**src/rtl/wsf_pkg.sv**
```systemverilog
// ----------------------------------------------------------------------------
// wsf_pkg: shared types and constants of the windowed sample filter
// Sample format, filter mode codes and the cell control group.
// ----------------------------------------------------------------------------
`default_nettype none

package wsf_pkg;

    localparam int SAMPLE_W   = 24;
    localparam int HELD_W     = 5;
    localparam int MODE_W     = 2;
    localparam int MEDIAN_MIN = 3;

    typedef logic signed [SAMPLE_W-1:0] sample_t;
    typedef logic [MODE_W-1:0]          mode_t;

    // filter mode codes; the unused code behaves as the mean
    localparam mode_t MODE_MEAN     = 2'd0;
    localparam mode_t MODE_MEDIAN   = 2'd1;
    localparam mode_t MODE_WEIGHTED = 2'd2;
    localparam mode_t MODE_RESET    = MODE_MEDIAN;

    // control from the sequencer to every cell
    typedef struct packed {
        logic shift;   // take a new sample in, age the window
        logic load;    // copy the window into the scan ring
        logic rotate;  // step the scan ring by one cell
    } cell_ctrl_t;

endpackage : wsf_pkg

`default_nettype wire

```
**src/rtl/wsf_cell.sv**
```systemverilog
// ----------------------------------------------------------------------------
// wsf_cell: one window cell
// Holds one sample of the window and one scan ring entry, and compares its
// sample against the candidate broadcast along the chain.
// ----------------------------------------------------------------------------
`default_nettype none

module wsf_cell
    import wsf_pkg::*;
(
    input  wire logic       clk,
    input  wire cell_ctrl_t ctrl,
    input  wire logic       held,
    input  wire sample_t    win_in,
    output sample_t         win_out,
    input  wire sample_t    scan_in,
    output sample_t         scan_out,
    input  wire sample_t    cand,
    output logic            lt,
    output logic            le
);

    sample_t win_reg;
    sample_t scan_reg;

    // window and scan registers; payload only, no reset
    always_ff @(posedge clk)
    begin
        if (ctrl.shift)
        begin
            win_reg <= win_in;
        end
        if (ctrl.load)
        begin
            scan_reg <= win_reg;
        end
        else if (ctrl.rotate)
        begin
            scan_reg <= scan_in;
        end
    end

    // rank compares against the candidate
    assign lt       = held && (win_reg < cand);
    assign le       = held && (win_reg <= cand);
    assign win_out  = win_reg;
    assign scan_out = scan_reg;

endmodule : wsf_cell

`default_nettype wire

```
**src/rtl/wsf_div.sv**
```systemverilog
// ----------------------------------------------------------------------------
// wsf_div: iterative signed divider
// Restoring division of a signed dividend by a positive divisor, one
// quotient bit a cycle, truncating toward zero.
// ----------------------------------------------------------------------------
`default_nettype none

module wsf_div
    import wsf_pkg::*;
#(
    parameter int A_W = 36,
    parameter int D_W = 12
)
(
    input  wire logic                  clk,
    input  wire logic                  rst_n,
    input  wire logic                  start,
    input  wire logic signed [A_W-1:0] dividend,
    input  wire logic [D_W-1:0]        divisor,
    output logic                       busy,
    output logic                       done,
    output logic signed [A_W-1:0]      quotient
);

    localparam int CNT_W = $clog2(A_W + 1);

    logic [CNT_W-1:0] cnt_reg;
    logic             busy_reg;
    logic             done_reg;
    logic             neg_reg;
    logic [A_W-1:0]   quo_reg;
    logic [D_W-1:0]   rem_reg;
    logic [D_W-1:0]   div_reg;
    logic [D_W:0]     rem_sh;
    logic [D_W:0]     rem_sub;
    logic             fits;

    // one restoring step
    assign rem_sh  = {rem_reg, quo_reg[A_W-1]};
    assign rem_sub = rem_sh - {1'b0, div_reg};
    assign fits    = (rem_sh >= {1'b0, div_reg});

    always_ff @(posedge clk or negedge rst_n)
    begin
        if (!rst_n)
        begin
            busy_reg <= 1'b0;
            done_reg <= 1'b0;
            cnt_reg  <= '0;
        end
        else
        begin
            done_reg <= 1'b0;
            if (start)
            begin
                busy_reg <= 1'b1;
                cnt_reg  <= CNT_W'(A_W);
            end
            else if (busy_reg)
            begin
                cnt_reg <= cnt_reg - 1'b1;
                if (cnt_reg == CNT_W'(1))
                begin
                    busy_reg <= 1'b0;
                    done_reg <= 1'b1;
                end
            end
        end
    end

    // datapath: magnitudes in, sign restored on the way out
    always_ff @(posedge clk)
    begin
        if (start)
        begin
            neg_reg <= dividend[A_W-1];
            quo_reg <= dividend[A_W-1] ? A_W'(-dividend) : A_W'(dividend);
            rem_reg <= '0;
            div_reg <= divisor;
        end
        else if (busy_reg)
        begin
            rem_reg <= fits ? rem_sub[D_W-1:0] : rem_sh[D_W-1:0];
            quo_reg <= {quo_reg[A_W-2:0], fits};
        end
    end

    assign busy     = busy_reg;
    assign done     = done_reg;
    assign quotient = neg_reg ? -$signed(quo_reg) : $signed(quo_reg);

endmodule : wsf_div

`default_nettype wire

```
**src/rtl/windowed_sample_filter.sv**
```systemverilog
// ----------------------------------------------------------------------------
// windowed_sample_filter: mean, median or weighted mean over a sample window
// Window held in a chain of cells; a scan ring walks it for rank and weights.
// ----------------------------------------------------------------------------
// Path, accept edge to output register: median with fewer than three held goes
//   straight there; median walks the scan ring; mean runs the one-bit-a-cycle
//   divider; weighted mean walks the scan ring, then runs the divider.
// Throughput: one item at a time; the next is taken the cycle after the result
//   is in the output register. Reset: window empty, mode median, no result.
// ----------------------------------------------------------------------------
`default_nettype none

module windowed_sample_filter
    import wsf_pkg::*;
#(
    parameter int WINDOW = 16
)
(
    input  wire logic                clk,
    input  wire logic                rst_n,
    input  wire logic                cfg_we,
    input  wire logic [MODE_W-1:0]   cfg_wdata,
    input  wire logic                in_valid,
    output logic                     in_ready,
    input  wire logic signed [23:0]  sample,
    output logic                     out_valid,
    input  wire logic                out_ready,
    output logic signed [23:0]       filtered_value,
    output logic [HELD_W-1:0]        samples_held
);

    localparam int N_W   = $clog2(WINDOW + 1);
    localparam int SUM_W = SAMPLE_W + $clog2(WINDOW);
    localparam int TOT_W = $clog2(WINDOW * (WINDOW + 1) / 2 + 1);
    localparam int ACC_W = SAMPLE_W + TOT_W + 1;

    typedef enum logic [2:0] {ST_IDLE, ST_LOAD, ST_SCAN, ST_DIV, ST_DONE} state_t;

    state_t             state_reg;
    mode_t              mode_reg;
    mode_t              cur_mode_reg;
    logic [N_W-1:0]     fill_reg;
    logic [N_W-1:0]     fill_next;
    logic [N_W-1:0]     t_reg;
    logic signed [SUM_W-1:0] sum_reg;
    logic signed [SUM_W-1:0] sum_next;
    logic signed [ACC_W-1:0] acc_reg;
    logic signed [ACC_W-1:0] acc_next;
    sample_t            res_reg;
    logic               found_reg;
    logic               out_valid_reg;
    sample_t            out_val_reg;
    logic [HELD_W-1:0]  out_held_reg;

    cell_ctrl_t         ctrl;
    sample_t            win  [WINDOW];
    sample_t            scan [WINDOW];
    logic [WINDOW-1:0]  lt_vec;
    logic [WINDOW-1:0]  le_vec;
    logic [WINDOW-1:0]  held_vec;
    sample_t            cand;
    logic [N_W-1:0]     lt_cnt;
    logic [N_W-1:0]     le_cnt;
    logic [N_W-1:0]     rank_k;
    logic [TOT_W-1:0]   total;
    logic [N_W-1:0]     weight;
    logic               accept;
    logic               full;
    logic               out_load;

    logic                    div_start;
    logic signed [ACC_W-1:0] div_a;
    logic [TOT_W-1:0]        div_d;
    logic                    div_busy;
    logic                    div_done;
    logic signed [ACC_W-1:0] div_q;

    assign accept   = in_valid && in_ready;
    assign in_ready = (state_reg == ST_IDLE);
    assign full     = (fill_reg == N_W'(WINDOW));
    assign cand     = scan[0];
    assign out_load = (state_reg == ST_DONE) && (!out_valid_reg || out_ready);

    // cell control
    assign ctrl.shift  = accept;
    assign ctrl.load   = (state_reg == ST_LOAD);
    assign ctrl.rotate = (state_reg == ST_SCAN);

    // chain of cells: newest sample at cell 0, scan ring rotates towards 0
    for (genvar i = 0; i < WINDOW; i++)
    begin : g_cell
        assign held_vec[i] = (N_W'(i) < fill_reg);
        wsf_cell u_cell (
            .clk      (clk),
            .ctrl     (ctrl),
            .held     (held_vec[i]),
            .win_in   ((i == 0) ? sample : win[(i == 0) ? 0 : i - 1]),
            .win_out  (win[i]),
            .scan_in  (scan[(i + 1) % WINDOW]),
            .scan_out (scan[i]),
            .cand     (cand),
            .lt       (lt_vec[i]),
            .le       (le_vec[i])
        );
    end

    // rank counts, median index and weight of the current candidate
    assign lt_cnt = N_W'($countones(lt_vec));
    assign le_cnt = N_W'($countones(le_vec));
    assign rank_k = fill_reg >> 1;
    assign weight = fill_reg - t_reg;
    assign total  = TOT_W'((TOT_W + 1)'(fill_reg) * (TOT_W + 1)'(fill_reg + 1'b1) >> 1);
    assign acc_next = (t_reg < fill_reg)
                    ? acc_reg + ACC_W'(cand * $signed({1'b0, weight}))
                    : acc_reg;

    // window bookkeeping on a new item
    assign fill_next = full ? fill_reg : fill_reg + 1'b1;
    assign sum_next  = sum_reg + SUM_W'(sample)
                     - (full ? SUM_W'(win[WINDOW-1]) : SUM_W'(0));

    // divider operands
    assign div_start = ((state_reg == ST_LOAD) && (cur_mode_reg != MODE_MEDIAN)
                        && (cur_mode_reg != MODE_WEIGHTED))
                    || ((state_reg == ST_SCAN) && (cur_mode_reg == MODE_WEIGHTED)
                        && (t_reg == N_W'(WINDOW - 1)));
    assign div_a = (state_reg == ST_LOAD) ? ACC_W'(sum_reg) : acc_next;
    assign div_d = (state_reg == ST_LOAD) ? TOT_W'(fill_reg) : total;

    wsf_div #(
        .A_W (ACC_W),
        .D_W (TOT_W)
    ) u_div (
        .clk      (clk),
        .rst_n    (rst_n),
        .start    (div_start),
        .dividend (div_a),
        .divisor  (div_d),
        .busy     (div_busy),
        .done     (div_done),
        .quotient (div_q)
    );

    // sequencer, window state and output register
    always_ff @(posedge clk or negedge rst_n)
    begin
        if (!rst_n)
        begin
            state_reg     <= ST_IDLE;
            mode_reg      <= MODE_RESET;
            cur_mode_reg  <= MODE_RESET;
            fill_reg      <= '0;
            sum_reg       <= '0;
            t_reg         <= '0;
            acc_reg       <= '0;
            found_reg     <= 1'b0;
            res_reg       <= '0;
            out_valid_reg <= 1'b0;
            out_val_reg   <= '0;
            out_held_reg  <= '0;
        end
        else
        begin
            if (cfg_we)
            begin
                mode_reg <= cfg_wdata;
            end
            // output valid: set on a load, cleared when taken
            if (out_load)
            begin
                out_valid_reg <= 1'b1;
            end
            else if (out_ready)
            begin
                out_valid_reg <= 1'b0;
            end
            unique case (state_reg)
                ST_IDLE:
                begin
                    if (accept)
                    begin
                        fill_reg     <= fill_next;
                        sum_reg      <= sum_next;
                        cur_mode_reg <= mode_reg;
                        if ((mode_reg == MODE_MEDIAN) && (fill_next < N_W'(MEDIAN_MIN)))
                        begin
                            res_reg   <= sample;
                            state_reg <= ST_DONE;
                        end
                        else
                        begin
                            state_reg <= ST_LOAD;
                        end
                    end
                end
                ST_LOAD:
                begin
                    t_reg     <= '0;
                    acc_reg   <= '0;
                    found_reg <= 1'b0;
                    state_reg <= div_start ? ST_DIV : ST_SCAN;
                end
                ST_SCAN:
                begin
                    t_reg   <= t_reg + 1'b1;
                    acc_reg <= acc_next;
                    if (!found_reg && (t_reg < fill_reg) && (lt_cnt <= rank_k)
                        && (le_cnt > rank_k))
                    begin
                        found_reg <= 1'b1;
                        res_reg   <= cand;
                    end
                    if (t_reg == N_W'(WINDOW - 1))
                    begin
                        state_reg <= div_start ? ST_DIV : ST_DONE;
                    end
                end
                ST_DIV:
                begin
                    if (div_done)
                    begin
                        res_reg   <= div_q[SAMPLE_W-1:0];
                        state_reg <= ST_DONE;
                    end
                end
                ST_DONE:
                begin
                    if (out_load)
                    begin
                        out_val_reg   <= res_reg;
                        out_held_reg  <= HELD_W'(fill_reg);
                        state_reg     <= ST_IDLE;
                    end
                end
                default:
                begin
                    state_reg <= ST_IDLE;
                end
            endcase
        end
    end

    assign out_valid      = out_valid_reg;
    assign filtered_value = out_val_reg;
    assign samples_held   = out_held_reg;

    // checks
    a_fill_bound: assert property (@(posedge clk) disable iff (!rst_n)
        fill_reg <= N_W'(WINDOW))
        else $error("fill count beyond window");

    a_div_state: assert property (@(posedge clk) disable iff (!rst_n)
        div_busy |-> (state_reg == ST_DIV))
        else $error("divider busy outside divide state");

    a_result_held: assert property (@(posedge clk) disable iff (!rst_n)
        (state_reg == ST_DONE) |-> (fill_reg != '0))
        else $error("result with empty window");

endmodule : windowed_sample_filter

`default_nettype wire

```
**config.mk**
```make
export PLATFORM = sky130hd
export DESIGN_NAME = windowed_sample_filter
export DESIGN_NICKNAME = d
export VERILOG_FILES = /design/src/rtl/wsf_pkg.sv /design/src/rtl/wsf_cell.sv /design/src/rtl/wsf_div.sv /design/src/rtl/windowed_sample_filter.sv
export SDC_FILE = /design/constraint.sdc
export NUM_CORES = 2
export LEC_CHECK = 0
export ABC_AREA = 1
export BUFFER_PORTS_ARGS = -buffer_cell sky130_fd_sc_hd__clkbuf_2
export CAP_MARGIN = 15
export CORE_ASPECT_RATIO = 1.1
export CORE_MARGIN = 2
export CORE_UTILIZATION = 39
export DETAILED_ROUTE_END_ITERATION = 10
export PLACE_DENSITY = 0.56
export SLEW_MARGIN = 40
export SYNTH_ARGS = -nofsm -noshare
export SYNTH_HDL_FRONTEND = slang
export SYNTH_SLANG_ARGS = --single-unit
```
**constraint.sdc**
```tcl
create_clock -name clk -period 26.3 [get_ports clk]
set_input_delay 5.26 -clock clk [delete_from_list [all_inputs] [get_ports clk]]
set_output_delay 5.26 -clock clk [all_outputs]
set_load 0.02 [all_outputs]
```
==> impl_results.md <==
* RSZ-0062 raised after global routing: no
* Max stage delay on crit path at 0.67 ns
* Clk sinks at 959
* Critical path class: reg -> reg
* EDFF count, synth at 810
* CTS max path bufs at 3
* Post-synthesis async set-or-reset flop share at 14.7%
* Yosys warns at 0
* CTS H-Tree Depth at 3
* Post_cts resized at 0
* Fin. Hold Viols at 0
* Die W at 369 um
* Share of cells above drive strength 1 at 6.25%
* Synth Flop Type: edfxtp_1
* Final Power at 5.02 mW
* Final Critical Period at 8.63 ns
* Rows at 147
* Vias per cell at 5.22
* Max FO, Critical Path at 32
* Status: completed
* Slowest CP cell: o221ai_1
* Top cell by count, worst path: fa_1
* Gp weighted congestion at 0.932
* Peak VDD IR at 55.9 uV
* Die ar. at 150,000 um^2
* Clk slew on worst S/H paths at 0.06 ns
* Antenna cells at 0
* WL per Instance at 22.0 um
* Post-Synthesis Cells at 6,044
* Avg Inst Size Synth at 9.45 um^2
* Synth top area cells: edfxtp_1, nand2_1, ha_1
* DRC at 0
* CP Capture Type: register
* Top-Level Pins at 62
* Worst slew pin tran at 1.00 ns
* TritonRoute pass-1 iters at 6
* Crit path buffers/inverters at 5
* Fin nets at 6,857
* Clock skew at 0.0430 ns
* First-pass GRT wire length at 268 mm
* Rel. slew slack at 33.0%
* Final slew viol count at 0
* Vias at 42,600
* Critical Path AT at 9.29 ns
* Initial core utilization at 39.2%
* Routed Antenna Nets at 0
* Cell taking the most area after synthesis: edfxtp_1
* Largest net degree at the start of global routing at 149
* Max Fclk at 116 MHz
* Final worst path period share at 32.8%
* Leakage power at 27.8 nW
* Detail Placement HPWL at 132 mm
* Max Cap Viol at 0
* Yosys reg bits at 959
* Initial DRC Count at 3,400
* GRT Resource Usage Total at 23.9%
* Core region area at 146,000 um^2
* CTS Buf Count at 106
* TNS Setup at 0 ns
* Vias in the first global route at 42,000
* CTS Hold Bufs at 0
* Total grt overflow at 0
* Worst-Skew Late Latency at 0.75 ns
* Yosys cell types at 62
* Fillers at 14,200
* Top cell type's share of synthesized area at 42.6%
* Mapped cell area at 57,100 um^2
* Die H at 405 um
* CTS tree: built
* P per Cell Area at 78.9 nW/um^2
* Cell family with most CP delay: adder cells
* Post-Syn Nets at 6,778
* HP Class: reg -> reg
* Crit start category: register
* Clock root buffer: clkbuf_16
* IO buf count at 61
* Antenna violations before repair at 4
* Final setup violating endpoints at 0
* Post-synthesis sequential area ratio at 49.0%
* Post-CTS Setup Inserts at 0
* WP data required at 26.96 ns
* Layout area overhead at 11.4%
* Post-Route WL at 179 mm
## metal layers
metal	wire length (um)	vias to the layer above	global-route usage, %
met5	49	-	0
met4	8120	8	10.1
met3	9040	298	3.22
met2	84000	1141	39.1
met1	77700	20800	31.9
li1	-	20300	-
## Yosys cell counts (15+ instances only)
cell type / number
a211oi_1: 25
a21oi_1: 251
a221oi_1: 15
buf_2: 16
clkbuf_1: 131
dfrtp_1: 139
edfxtp_1: 810
fa_1: 163
ha_1: 540
inv_1: 747
nand2_1: 1960
nand2_2: 16
nand3_1: 195
nand4_1: 60
nor2_1: 331
nor3_1: 36
nor4_1: 16
o21ai_0: 263
o21ai_1: 18
o221ai_1: 36
xnor2_1: 39
xor2_1: 40
## placed cells by master, fill, tap and decap left out, types with 39 or more instances in the layout
| cell type | n |
|---|---|
| a21oi_1 | 250 |
| buf_4 | 58 |
| clkbuf_16 | 107 |
| clkbuf_2 | 60 |
| dfrtp_1 | 139 |
| edfxtp_1 | 810 |
| fa_1 | 163 |
| ha_1 | 540 |
| inv_1 | 745 |
| nand2_1 | 1957 |
| nand3_1 | 194 |
| nand4_1 | 60 |
| nor2_1 | 330 |
| o21ai_0 | 263 |
| xor2_1 | 39 |
## report_power, final
| group | switching [mW] | internal (mW) | total, mW |
|---|---|---|---|
| clock network | 0.670 | 0.888 | 1.56 |
| logic | 1.26 | 0.557 | 1.82 |
| registers | 0.00466 | 1.63 | 1.64 |
| total | 1.94 | 3.08 | 5.02 |
## final timing paths
check | start | to | slack, ns | cells past startpoint
worst max register to register | g_cell[0].u_cell.scan_out[15]$_DFFE_PP_ | res_reg[13]$_DFFE_PN0P_ | 17.67 | 31
min in group asynchronous | rst_n | filtered_value[2]$_DFFE_PN0P_ | 4.47 | 1
worst min register to register | g_cell[1].u_cell.win_out[0]$_DFFE_PP_ | g_cell[2].u_cell.win_out[0]$_DFFE_PP_ | 0.45 | 0
worst max-delay path | g_cell[0].u_cell.scan_out[15]$_DFFE_PP_ | res_reg[13]$_DFFE_PN0P_ | 17.67 | 31
max in group asynchronous | rst_n | res_reg[23]$_DFFE_PN0P_ | 20.57 | 2
worst min-delay path | g_cell[1].u_cell.win_out[0]$_DFFE_PP_ | g_cell[2].u_cell.win_out[0]$_DFFE_PP_ | 0.45 | 0
## cell families (layout without fill, tap and decap cells)
logic type | after synthesis | count (layout) | synth area share [%]
xor gates and xnor gates | 79 | 79 | 1.21
AOI/OAI and AO/OA | 713 | 713 | 7.18
buffers and inverters | 923 | 1090 | 6.21
and+or+nand+nor | 2666 | 2666 | 18.8
DFF | 959 | 959 | 49.0
adders and majority gates | 703 | 703 | 17.5
muxes | 1 | 1 | 0.0197
## metrics by stage
step	hold slack [ns]	util (%)	instance area (um^2)	setup WS, ns	instances
finish	0.448	43.7	63600	17.67	8148
global route	0.465	43.7	63600	17.05	8148
CTS	0.449	43.7	63600	17.58	8148
detailed placement	0.436	41.2	60000	17.31	7952
global placement	0.437	41.1	59800	17.37	7948
floorplan	0.426	-	57100	9.32	6044
## layout make-up
type / instances / area [um^2] / share of cell area (%)
clock inverter: 70 / 781 / 1.23
sequential: 959 / 28000 / 44.0
inverter: 760 / 2860 / 4.50
tap: 1937 / 2420 / 3.81
clock buffer: 126 / 2820 / 4.43
timing repair buffer: 134 / 1000 / 1.58
multi-input combinational: 4162 / 25700 / 40.4
(Power assumes the default switching activity.)
